## config.mk

```make
export PLATFORM = sky130hd
export DESIGN_NAME = bvmt_ram
export DESIGN_NICKNAME = d
export VERILOG_FILES = /design/src/design/bag_vertex_membership_table_assert.svh /design/src/design/bvmt_ram.sv
export SDC_FILE = /design/constraint.sdc
export NUM_CORES = 2
export LEC_CHECK = 0
export ABC_AREA = 1
export BUFFER_PORTS_ARGS = -buffer_cell sky130_fd_sc_hd__buf_2
export CAP_MARGIN = 20
export CORE_UTILIZATION = 40
export CTS_BUF_LIST = sky130_fd_sc_hd__clkbuf_4 sky130_fd_sc_hd__clkbuf_8 sky130_fd_sc_hd__clkbuf_16
export DETAILED_ROUTE_END_ITERATION = 12
export SETUP_SLACK_MARGIN = 0.2
export SLEW_MARGIN = 20
export SYNTH_ARGS = -nofsm -noshare
export SYNTH_HDL_FRONTEND = slang
export SYNTH_SLANG_ARGS = --single-unit
```

## constraint.sdc

```tcl
create_clock -name clk_i -period 9.9 [get_ports clk_i]
set_clock_uncertainty 0.2 [all_clocks]
set_input_delay 0.99 -clock clk_i [delete_from_list [all_inputs] [get_ports clk_i]]
set_output_delay 0.99 -clock clk_i [all_outputs]
set_load 0.02 [all_outputs]
```

## src/design/bag_vertex_membership_table_assert.svh

```systemverilog
// Assertion helpers for the membership table; clk_i and rst_ni are taken from the enclosing scope.
`ifndef BAG_VERTEX_MEMBERSHIP_TABLE_ASSERT_SVH
`define BAG_VERTEX_MEMBERSHIP_TABLE_ASSERT_SVH

// Property that must hold at every clock edge outside reset
`define BVMT_ASSERT(lbl, prop, msg) \
  lbl: assert property (@(posedge clk_i) disable iff (!rst_ni) prop) \
    else $error(msg);

// Condition that must never be true outside reset
`define BVMT_ASSERT_NEVER(lbl, cond, msg) \
  lbl: assert property (@(posedge clk_i) disable iff (!rst_ni) !(cond)) \
    else $error(msg);

`endif

```

## src/design/bvmt_ram.sv

```systemverilog
module bvmt_ram #(
  parameter int WIDTH = 64,
  parameter int DEPTH = 64
) (
  input  logic                     clk_i,
  input  logic                     we_i,
  input  logic [$clog2(DEPTH)-1:0] waddr_i,
  input  logic [WIDTH-1:0]         wdata_i,
  input  logic                     re_i,
  input  logic [$clog2(DEPTH)-1:0] raddr_i,
  output logic [WIDTH-1:0]         rdata_o
);

  logic [WIDTH-1:0] mem_q [DEPTH];
  logic [WIDTH-1:0] rdata_q;

  // One write port, one registered read port
  always_ff @(posedge clk_i) begin
    if (we_i) begin
      mem_q[waddr_i] <= wdata_i;
    end
    if (re_i) begin
      rdata_q <= mem_q[raddr_i];
    end
  end

  assign rdata_o = rdata_q;

endmodule

```

---- After elaboration in Yosys (flattened, before gate mapping) ----
Memory sizes are Yosys's and may differ from the RTL's. A register that Yosys moved wholly into a read port is not among the register bits.
Index checks and enable logic that the tools add are counted.
word-level totals
  register bits after elaboration ......... 0
  bits in writable memories ............... 4096
  word-level logic and storage cells ...... 3
  memories ................................ 1
memory list
  name   depth  width  rd ports  clocked after Yosys merged registers in  write ports  RTL line        RTL
  mem_q  64     64     1         1                                        1            bvmt_ram.sv:14  logic [WIDTH-1:0] mem_q [DEPTH];
operators by class
  muxes and demuxes ....................... 2
operators by type and width
  kind              count
  1-bit 2-to-1 mux  2

---- Depth between registers and ports, before layout ----
  word-level depth ........................ 2
  gate-level depth with buffers ........... 13
  mapped depth without buffers ............ 9

---- Worst setup path before layout ----
Ideal clock, no wire load.
  kind .................................... input -> register
  start point ............................. in we_i
  end point ............................... mem mem_q[48][0] (enable)
  library setup time ...................... 0.646 ns
  arrival ................................. 7.626 ns
  required time ........................... 9.054 ns
  path slack .............................. 1.428 ns
  stages on the path ...................... 3
  buffers on the path ..................... 1
  cells stage by stage .................... clkbuf_1 > nand4_1 > nor4_1
between the ends
  longest elaborated chain between the ends .. 2
RTL lines
  element                                 RTL line        RTL
  start: declaration                      bvmt_ram.sv:6   input logic we_i,
  1-bit 2-to-1 mux                        bvmt_ram.sv:19  if (we_i) begin
  1-bit 2-to-1 mux (not written as such)  bvmt_ram.sv:20  mem_q[waddr_i] <= wdata_i;
  end: declaration                        bvmt_ram.sv:14
No other way between the ends.

==> impl_metrics.toml <==
[outcome]
status = "finished clean"

[logic_synthesis]
synth_xor_area_share_pct = 0
synth_top_family_by_area = "simple AND/OR/NAND/NOR gates"
synthAdderAreaFrac_pct = 0
netlist_instances = 13405
synthMuxAreaShare_pct = 0
yosys.area_share.simple_pct = 21.8
synth_top_area_share_pct = 75.3
synth_compound_gate_area_share_pct = 0
synth_seq_cells = 4160
syn-num-nets = 13484
avgSynthCellArea_sq_um = 12.4
synth_top_area_cell = "edfxtp_1"
synth_warnings = 0
syn_area_sq_mm = 0.166
ys_types = 15
synth_seq_area_share_pct = 75.3
synthTopCellsByArea = "edfxtp_1 75%, nand3_1 12%, nand2_1 10%"

[timing]
hold_ws_ns = 0.212
tightest_slew_ns = 1.23
hold_violations = 0
max-slew-margin-rel_pct = 18.3
rsz0062_at_grt = "no"
fin_ws_ns = 5.72
setup-tns-final_ns = 0
fin_crit_sh_pct = 42.2
fmax_mhz = 239
period_needed_ns = 4.18
final-setup-viol-count = 0
drv_slew = 0

[global_routing]
grtUsageTotal_pct = 24.3
grt_pass1_wl_um = 739000
grt_max_degree = 223
antenna_found_initial = 51
grt-ovfl-total = 0
grt_pass1_vias = 100855

[floorplan]
start_util_pct = 40.2
fp.coreArea_sq_mm = 0.413
dieWidth_um = 646
rows = 236
fp.dieH_um = 646
io_pins = 143
die-area_sq_mm = 0.417

[clocking]
numCtsBuffers = 409
cts_setup_buffers = 0
insertion_delay_ns = 0.99
cts_htree_levels = 5
clk_path_buf_depth = 4
cts_hold_buf = 0
cts_resized = 0
clock-sinks = 4160
clk_pin_slew_ns = 0.06
root_buffer = "clkbuf_16"
cts_tree = "yes"

[power]
ir_drop_uv = 147
p_leak_uw = 0.0642
power_density_mw_per_mm2 = 201

[detailed_routing]
drt-total-wl_um = 521000
drc = 0
vias_per_cell = 5.69
drtIter0Drc = 14104
ant_nets = 0
dr_total_vias = 108972
wl_per_cell_um = 27.2
drt_pre_antenna_iters = 6

[critical_path]
cp_cell_sequence = "buf_12 -> buf_4 -> buf_12 -> buf_4 -> nand2_1 -> nand3_1 -> nand3_1 -> nand3_1 -> nand3_1 -> nand2_1 -> nand2_1 -> nand2_1"
critical_path_class = "input pin to register"
critPathCaptureType = "register"
crit_required_ns = 10.52
arrival_ns = 4.79
cp.buffers_inverters = 4
crit_fanout = 150
start_kind = "input pin"
slowest_delay_ns = 0.88
crit_family = "buffers and inverters"
critPathSlowestCell = "buf_4"

[layout]
ff_latch_area_sq_mm = 0.125
fin_cells = 19141
syn_to_final_growth_pct = 11.4
multi_input_area_sq_mm = 0.0366
drive_gt1_share_pct = 8.14
fill_cells = 36746
final_nets = 13391
finalInstanceArea_sq_mm = 0.185

[place]
dp_slack_ns = 4.79
dp.cells = 18373
dpl_cell_area_sq_mm = 0.172
portBuffers = 142
dp_hpwl_um = 253000
place_congestion = 0.783

[hold_path]
hold_path_class = "input pin to register"

[flow_run]
maxCapViolCount = 0
## kinds of logic after synthesis
group         count (synthesis)
buf+inv                     909
simple gates               8336
flops                      4160
## cell usage after synthesis
cell type and count:
inv_2 2, nor4_1 8, buf_4 134, inv_1 8, inv_4 2, clkbuf_1 147
nand3_1 3847, buf_2 501, buf_1 72, edfxtp_1 4160, nand4_1 9, nand2_1 4416
buf_6 40, nor2_1 56, buf_8 3
## state kept, by name (all words and copies together), names as in the netlist
name and cells:
mem_q 4096, rdata_o 64
## path summary, 6_finish.rpt
path                            depth (start not counted)             to     startpoint  slack (ns)
worst min register to register                          8    rdata_o[44]  mem_q[58][44]        0.67
worst max-delay path                                   12    rdata_o[60]     raddr_i[0]        5.72
worst max register to register                          8    rdata_o[27]  mem_q[58][27]        7.62
worst min-delay path                                    1  mem_q[22][11]    wdata_i[11]        0.21
## routing by layer
metal  share of wire [%]  global-route usage [%]  vias to the layer above  wire length (um)
met5               0.018                       0                        -                94
met4                 3.7                    8.39                       16             19200
met3                 9.3                    4.01                     1006             48500
met2                  47                    39.3                     5531            244000
met1                  40                    33.3                    54659            209000
li1                    -                       -                    47760                 -
## power breakdown
group          leakage (uW)  internal, uW  total (uW)  switching, uW
sequential           0.0375         19500       19600           67.3
clock               0.00659          8770       15500           6700
combinational        0.0201           485        2070           1580
## layout by cell type, fill, tap and decap left out
cell           n
clkinv_4       1
nor2_4        56
clkinvlp_4    10
clkinv_1      95
inv_8          3
buf_6          1
buf_2        116
clkbuf_16    417
clkinv_2      77
inv_6          6
nor4_2         8
nand4_1        9
clkinv_16      1
diode_2       23
nand2_1     4416
clkinv_8       9
buf_12        35
buf_8          4
nand3_1     3847
inv_1          6
buf_4        235
edfxtp_1    4160
buf_16         2
inv_16         5
clkbuf_4      94
bufinv_16     31
## stage by stage
stage / total power, uW / utilization (%)
after CTS: 37300 / 44.7
after global placement: 22000 / 41.5
final: 37100 / 44.8
after global routing: 38100 / 44.7
after detailed placement: 22000 / 41.5
after floorplan: 21200 / -
## cell type report
type | count | share of cell area (%)
Tap cell | 5474 | 3.70
Timing Repair Buffer | 393 | 1.72
Antenna cell | 23 | 0.0311
Clock inverter | 232 | 1.10
Inverter | 12 | 0.0568
Clock buffer | 511 | 6.03
Sequential cell | 4160 | 67.6
Multi-Input combinational cell | 8336 | 19.8
Power figures use the tool's default switching activity.
