==> src/design/bag_vertex_membership_table_assert.svh <==
// Assertion helpers for the membership table; clk_i and rst_ni are taken from the enclosing scope.
`ifndef BAG_VERTEX_MEMBERSHIP_TABLE_ASSERT_SVH
`define BAG_VERTEX_MEMBERSHIP_TABLE_ASSERT_SVH

// Property that must hold at every clock edge outside reset
`define BVMT_ASSERT(lbl, prop, msg) \
  lbl: assert property (@(posedge clk_i) disable iff (!rst_ni) prop) \
    else $error(msg);

// Condition that must never be true outside reset
`define BVMT_ASSERT_NEVER(lbl, cond, msg) \
  lbl: assert property (@(posedge clk_i) disable iff (!rst_ni) !(cond)) \
    else $error(msg);

`endif

==> src/design/bvmt_pkg.sv <==
package bvmt_pkg;

  // Field widths of the channels
  localparam int OPCODE_W    = 3;
  localparam int BAG_IDX_W   = 6;
  localparam int VTX_IDX_W   = 6;
  localparam int CFG_IDX_W   = 2;
  localparam int CFG_DATA_W  = 7;
  localparam int CNT_OUT_W   = 7;
  localparam int TOTAL_OUT_W = 13;

  // Saturation limits of the reported counts
  localparam int CNT_SAT   = 127;
  localparam int TOTAL_SAT = 8191;

  // Default store sizes
  localparam int DEF_MAX_BAGS     = 64;
  localparam int DEF_MAX_VERTICES = 64;

  // Size registers after reset
  localparam logic [CFG_DATA_W-1:0] CFG_RESET = 7'd64;

  // Register indexes
  localparam logic [CFG_IDX_W-1:0] CFG_BAGS_IN_USE     = 2'd0;
  localparam logic [CFG_IDX_W-1:0] CFG_VERTICES_IN_USE = 2'd1;

  // Row popcount is done this many bits per cycle
  localparam int POP_CHUNK = 8;
  localparam int POP_W     = 4;

  typedef enum logic [OPCODE_W-1:0] {
    OP_ADD     = 3'd0,
    OP_REMOVE  = 3'd1,
    OP_QUERY   = 3'd2,
    OP_CLR_BAG = 3'd3,
    OP_CLR_ALL = 3'd4
  } op_e;

  typedef enum logic [2:0] {
    S_IDLE,
    S_MOD,
    S_CLR,
    S_WAIT,
    S_DONE
  } state_e;

  function automatic logic [POP_W-1:0] popcount_chunk(input logic [POP_CHUNK-1:0] x);
    logic [POP_W-1:0] n;
    n = '0;
    for (int i = 0; i < POP_CHUNK; i++) begin
      n = n + POP_W'(x[i]);
    end
    return n;
  endfunction

endpackage

==> src/design/bvmt_max_tree.sv <==
module bvmt_max_tree #(
  parameter int N  = bvmt_pkg::DEF_MAX_VERTICES,
  parameter int CW = 7
) (
  input  logic                             clk_i,
  input  logic                             rst_ni,
  input  logic [CW-1:0]                    counts_i [N],
  input  logic [bvmt_pkg::CFG_DATA_W-1:0]  limit_i,
  output logic [bvmt_pkg::CNT_OUT_W-1:0]   max_o
);

  import bvmt_pkg::*;

  localparam int NP    = 1 << $clog2(N);
  localparam int NODES = 2 * NP - 1;

  logic [CNT_OUT_W-1:0] node_q [NODES];
  logic [CNT_OUT_W-1:0] node_d [NODES];

  // One tree level per cycle; leaves take the saturated counts of vertices in use
  always_comb begin
    for (int i = 0; i < NP - 1; i++) begin
      node_d[i] = (node_q[2*i+1] > node_q[2*i+2]) ? node_q[2*i+1] : node_q[2*i+2];
    end
    for (int j = 0; j < N; j++) begin
      if (j < int'(limit_i)) begin
        node_d[NP-1+j] = (int'(counts_i[j]) > CNT_SAT) ? CNT_OUT_W'(CNT_SAT)
                                                       : CNT_OUT_W'(counts_i[j]);
      end else begin
        node_d[NP-1+j] = '0;
      end
    end
    // padding leaves
    for (int j = N; j < NP; j++) begin
      node_d[NP-1+j] = '0;
    end
  end

  always_ff @(posedge clk_i or negedge rst_ni) begin
    if (!rst_ni) begin
      for (int i = 0; i < NODES; i++) begin
        node_q[i] <= '0;
      end
    end else begin
      node_q <= node_d;
    end
  end

  assign max_o = node_q[0];

endmodule

==> config.mk <==
export PLATFORM = sky130hd
export DESIGN_NAME = bvmt_max_tree
export DESIGN_NICKNAME = d
export VERILOG_FILES = /design/src/design/bag_vertex_membership_table_assert.svh /design/src/design/bvmt_pkg.sv /design/src/design/bvmt_max_tree.sv
export SDC_FILE = /design/constraint.sdc
export NUM_CORES = 2
export LEC_CHECK = 0
export BUFFER_PORTS_ARGS = -buffer_cell sky130_fd_sc_hd__buf_2
export CAP_MARGIN = 20
export CORE_MARGIN = 8
export CORE_UTILIZATION = 30
export DETAILED_ROUTE_END_ITERATION = 10
export HOLD_SLACK_MARGIN = 0.05
export SLEW_MARGIN = 20
export SYNTH_ARGS = -nofsm -noshare
export SYNTH_HDL_FRONTEND = slang
export SYNTH_SLANG_ARGS = --single-unit
==> constraint.sdc <==
create_clock -name clk_i -period 4.74 [get_ports clk_i]
set_input_delay 0.948 -clock clk_i [delete_from_list [all_inputs] [get_ports clk_i]]
set_output_delay 0.948 -clock clk_i [all_outputs]
set_load 0.02 [all_outputs]
Word level (Yosys, flattened, before mapping)
Cells that the tools add are included.

cells by class
  magnitude comparators = 127
  mux-type cells = 127

operators with widths
  operator            number
  $mux 7              127
  $gt 7x7->1          63
  $lt 6x7->1 const A  32
  $lt 5x7->1 const A  16
  $lt 4x7->1 const A  8
  $lt 3x7->1 const A  4
  $lt 1x7->1 const A  2
  $lt 2x7->1 const A  2

storage, ports and cells
  flip-flop bits (word level) = 889
  output and inout bits = 7
  input bits = 457
  logic and storage cells = 381

Depth between registers and ports, before layout
  word-level depth = 2
  gate-level depth with buffers = 7
  mapped depth without buffers = 6

Least setup slack after synthesis
No wires, ideal clock.

  kind = input to register
  start = input limit_i[6] (netlist name)
  end = register node_q[252] (netlist name)
  required time = 4622 ps
  path buffers = 2
  cell stages on the path = 5
  library setup time = 118 ps
  setup slack = 2600 ps
  data arrival time = 2022 ps
  cell sequence = buf_4 > or2_1 > buf_6 > a31oi_1 > and2b_1

RTL lines
  element               RTL line             RTL
  from (decl)           bvmt_max_tree.sv:8   input logic [bvmt_pkg::CFG_DATA_W-1:0] limit_i,
  to (signal assigned)  bvmt_max_tree.sv:45  node_q <= node_d;
  to (decl)             bvmt_max_tree.sv:17  logic [CNT_OUT_W-1:0] node_q [NODES];

==> results.cfg <==
[critical_path]
end_kind = register
startpoint_type = input port
crit_required_ns = 5.38
worstPathMaxFanout = 18
cp-startpoint = limit_i[2]
worst_r2r_endpoint = node_q[873]
cp.arrival_ns = 2.98
worst-r2r-setup-slack_ns = 2.58
ff2ff_path_depth = 6
endpoint = node_q[233]
r2r-start = node_q[846]
worstSetupPathType = in2reg

[route]
postRouteAntennaNets = 0
wl_per_cell_um = 18.55
drc_errors = 0
avgViaCountPerCell = 4.439
dr.pass1.iters = 6
num_vias = 26830
wirelength_mm = 112.1
dr.first_iter.drc_count = 1129

[global_route]
overflow = 0
grt_antenna_before_repair = 63
track_usage_pct = 14.70
grt_pass1_vias = 28930
grt_start_max_net_pins = 116
grt_first_pass_wirelength_mm = 170.4

[timing]
finalSetupViolCount = 0
hold_ws_ns = 0.3101
rsz0062_at_grt = no
skew_ns = 0.02938
fmax_ghz = 0.4264
finalHoldViolCount = 0
worst_slack_ns = 2.395
timing.slew.headroom_pct = 34.25
slew_violations = 0
min_period_over_period_pct = 49.48
min_period_ns = 2.345
fin_tns_setup_ns = 0
tightest_slew_ns = 0.9760

[die]
die_h_um = 389.7
io_pins = 464
fp.dieW_um = 389.7
row_count = 137
die_area_mm2 = 0.1518
start_util_pct = 30.13
core_mm2 = 0.1390

[clocking]
hold_buffers = 0
htreeDepth = 3
cts_tree = built
cts_buffer_depth = 3
insertion_delay_ns = 0.72
clock-root-buffer = clkbuf_16
post-cts-setup-buffer-count = 0
cts.sinks = 889
cts_resized = 0
path_clk_slew_ns = 0.06
cts_buffers = 102

[yosys]
synth_nets = 4381
async_reset_ff_share_pct = 100.0
synth_top_cell_by_area = dfrtp_1
syn_avg_cell_area_um2 = 12.03
synthTopCellsByArea = dfrtp_1 53%, ha_1 13%, mux2_2 11%, and2_1 4.5%, inv_1 4.0%
synthCells = 3483
synth-edff-count = 0
yosysWarningCount = 0
synth_seq_area_share_pct = 53.11
ys_ff_latch = 889
netlist.area_leader.share_pct = 53.11
synthFlopType = dfrtp_1
yosys-top-cells-count = 889 x dfrtp_1, 445 x inv_1, 441 x ha_1
yosysUniqueCellTypes = 41
yosysMostFrequentCell = dfrtp_1
syn_area_mm2 = 0.04189

[placed_design]
io_buffers = 463
place_congestion = 0.8469
post_dp_cell_area_mm2 = 0.04672
pre_cts_ws_ns = 1.509
dpl.hpwl_mm = 88.09

[run]
cap_violations = 0

[layout]
area_delta_synth_final_pct = 20.53
final_core_util_pct = 36.32
final_area_mm2 = 0.05049
fillers = 13630
multiInputGateArea_mm2 = 0.01785
nets = 4954
drive_gt1_share_pct = 27.67
ff_latch_area_mm2 = 0.02225

[min_path]
min_path_type = in2async

[power]
power_density_mw_per_mm2 = 490.9
p_leak_nw = 24.33
ir_drop_uv = 294.8

[status]
outcome = finished, final reports clean
-- cell type report --
| type | instances | share of cell area [%] |
|---|---|---|
| clock inverters | 44 | 1.400 |
| diodes | 27 | 0.1338 |
| multi-input cells | 2127 | 35.36 |
| well taps | 1876 | 4.649 |
| inverters | 445 | 3.308 |
| flip-flops and latches | 889 | 44.06 |
| repair buffers | 491 | 5.150 |
| clock buffers | 145 | 5.935 |
-- placed cells by master (no fill, tap or decap), types with 15 or more instances in the layout --
cell,n
dfrtp_1,889
buf_2,462
inv_1,445
ha_1,441
mux2_2,426
and2_1,302
a21oi_1,249
nor2b_1,135
clkbuf_16,104
nand2_1,82
nor2_1,68
nand3b_1,63
nand4_1,63
nand3_1,63
o21ai_0,56
o22ai_1,48
diode_2,27
clkbuf_8,24
buf_4,23
clkinv_2,17
clkbuf_1,17
o41ai_1,16
o31ai_1,16
bufinv_16,16
a21o_1,15
or2_2,15
o31ai_4,15
-- registers in the layout (all words and copies together), names as in the netlist --
signal and flops:
max_o 7, node_q 882
-- worst min path at each step --
stage                     depth (start not counted)         from          end
after floorplan                                   2  node_q[335]  node_q[615]
after global placement                            1   node_q[15]  node_q[456]
after detailed placement                          1  node_q[771]  node_q[834]
after CTS                                         1       rst_ni  node_q[630]
after global routing                              1       rst_ni  node_q[630]
final                                             1       rst_ni  node_q[211]
-- critical path, cell delays in order --
cell     delay [ns]
buf_2          0.45
nand3_2        0.50
o21ai_0        0.83
and2_1         0.23
-- stage by stage --
stage / power [W] / instances
3_5_place_dp: 0.01636 / 5828
5_1_grt: 0.02639 / 6024
4_1_cts: 0.02517 / 6017
3_3_place_gp: 0.01626 / 5828
6_report: 0.02479 / 6044
2_1_floorplan: 0.01438 / 3483
-- per-layer routing --
metal  vias up  wire length (um)  GRT usage (%)
met4        32              3437          4.925
li1      13060                 -              -
met2       591             50670          23.29
met1     12950             48200          18.62
met3       200              9621          5.300
met5         -               184              0
-- kinds of logic after synthesis --
family / share of synthesized area [%]
simple gates: 11.35
fa+ha+maj: 13.17
mux: 11.45
compound gates: 6.610
flops: 53.11
buf+inv: 4.313
-- where the power goes --
part           switching, W  total [W]  internal [W]  leakage, nW
registers          0.000830    0.00976       0.00893         10.9
clock network       0.00329    0.00857       0.00528         1.83
logic               0.00322    0.00646       0.00324         11.6
total               0.00734     0.0248        0.0174         24.3
Note: power is estimated with default switching activity, not from simulation.
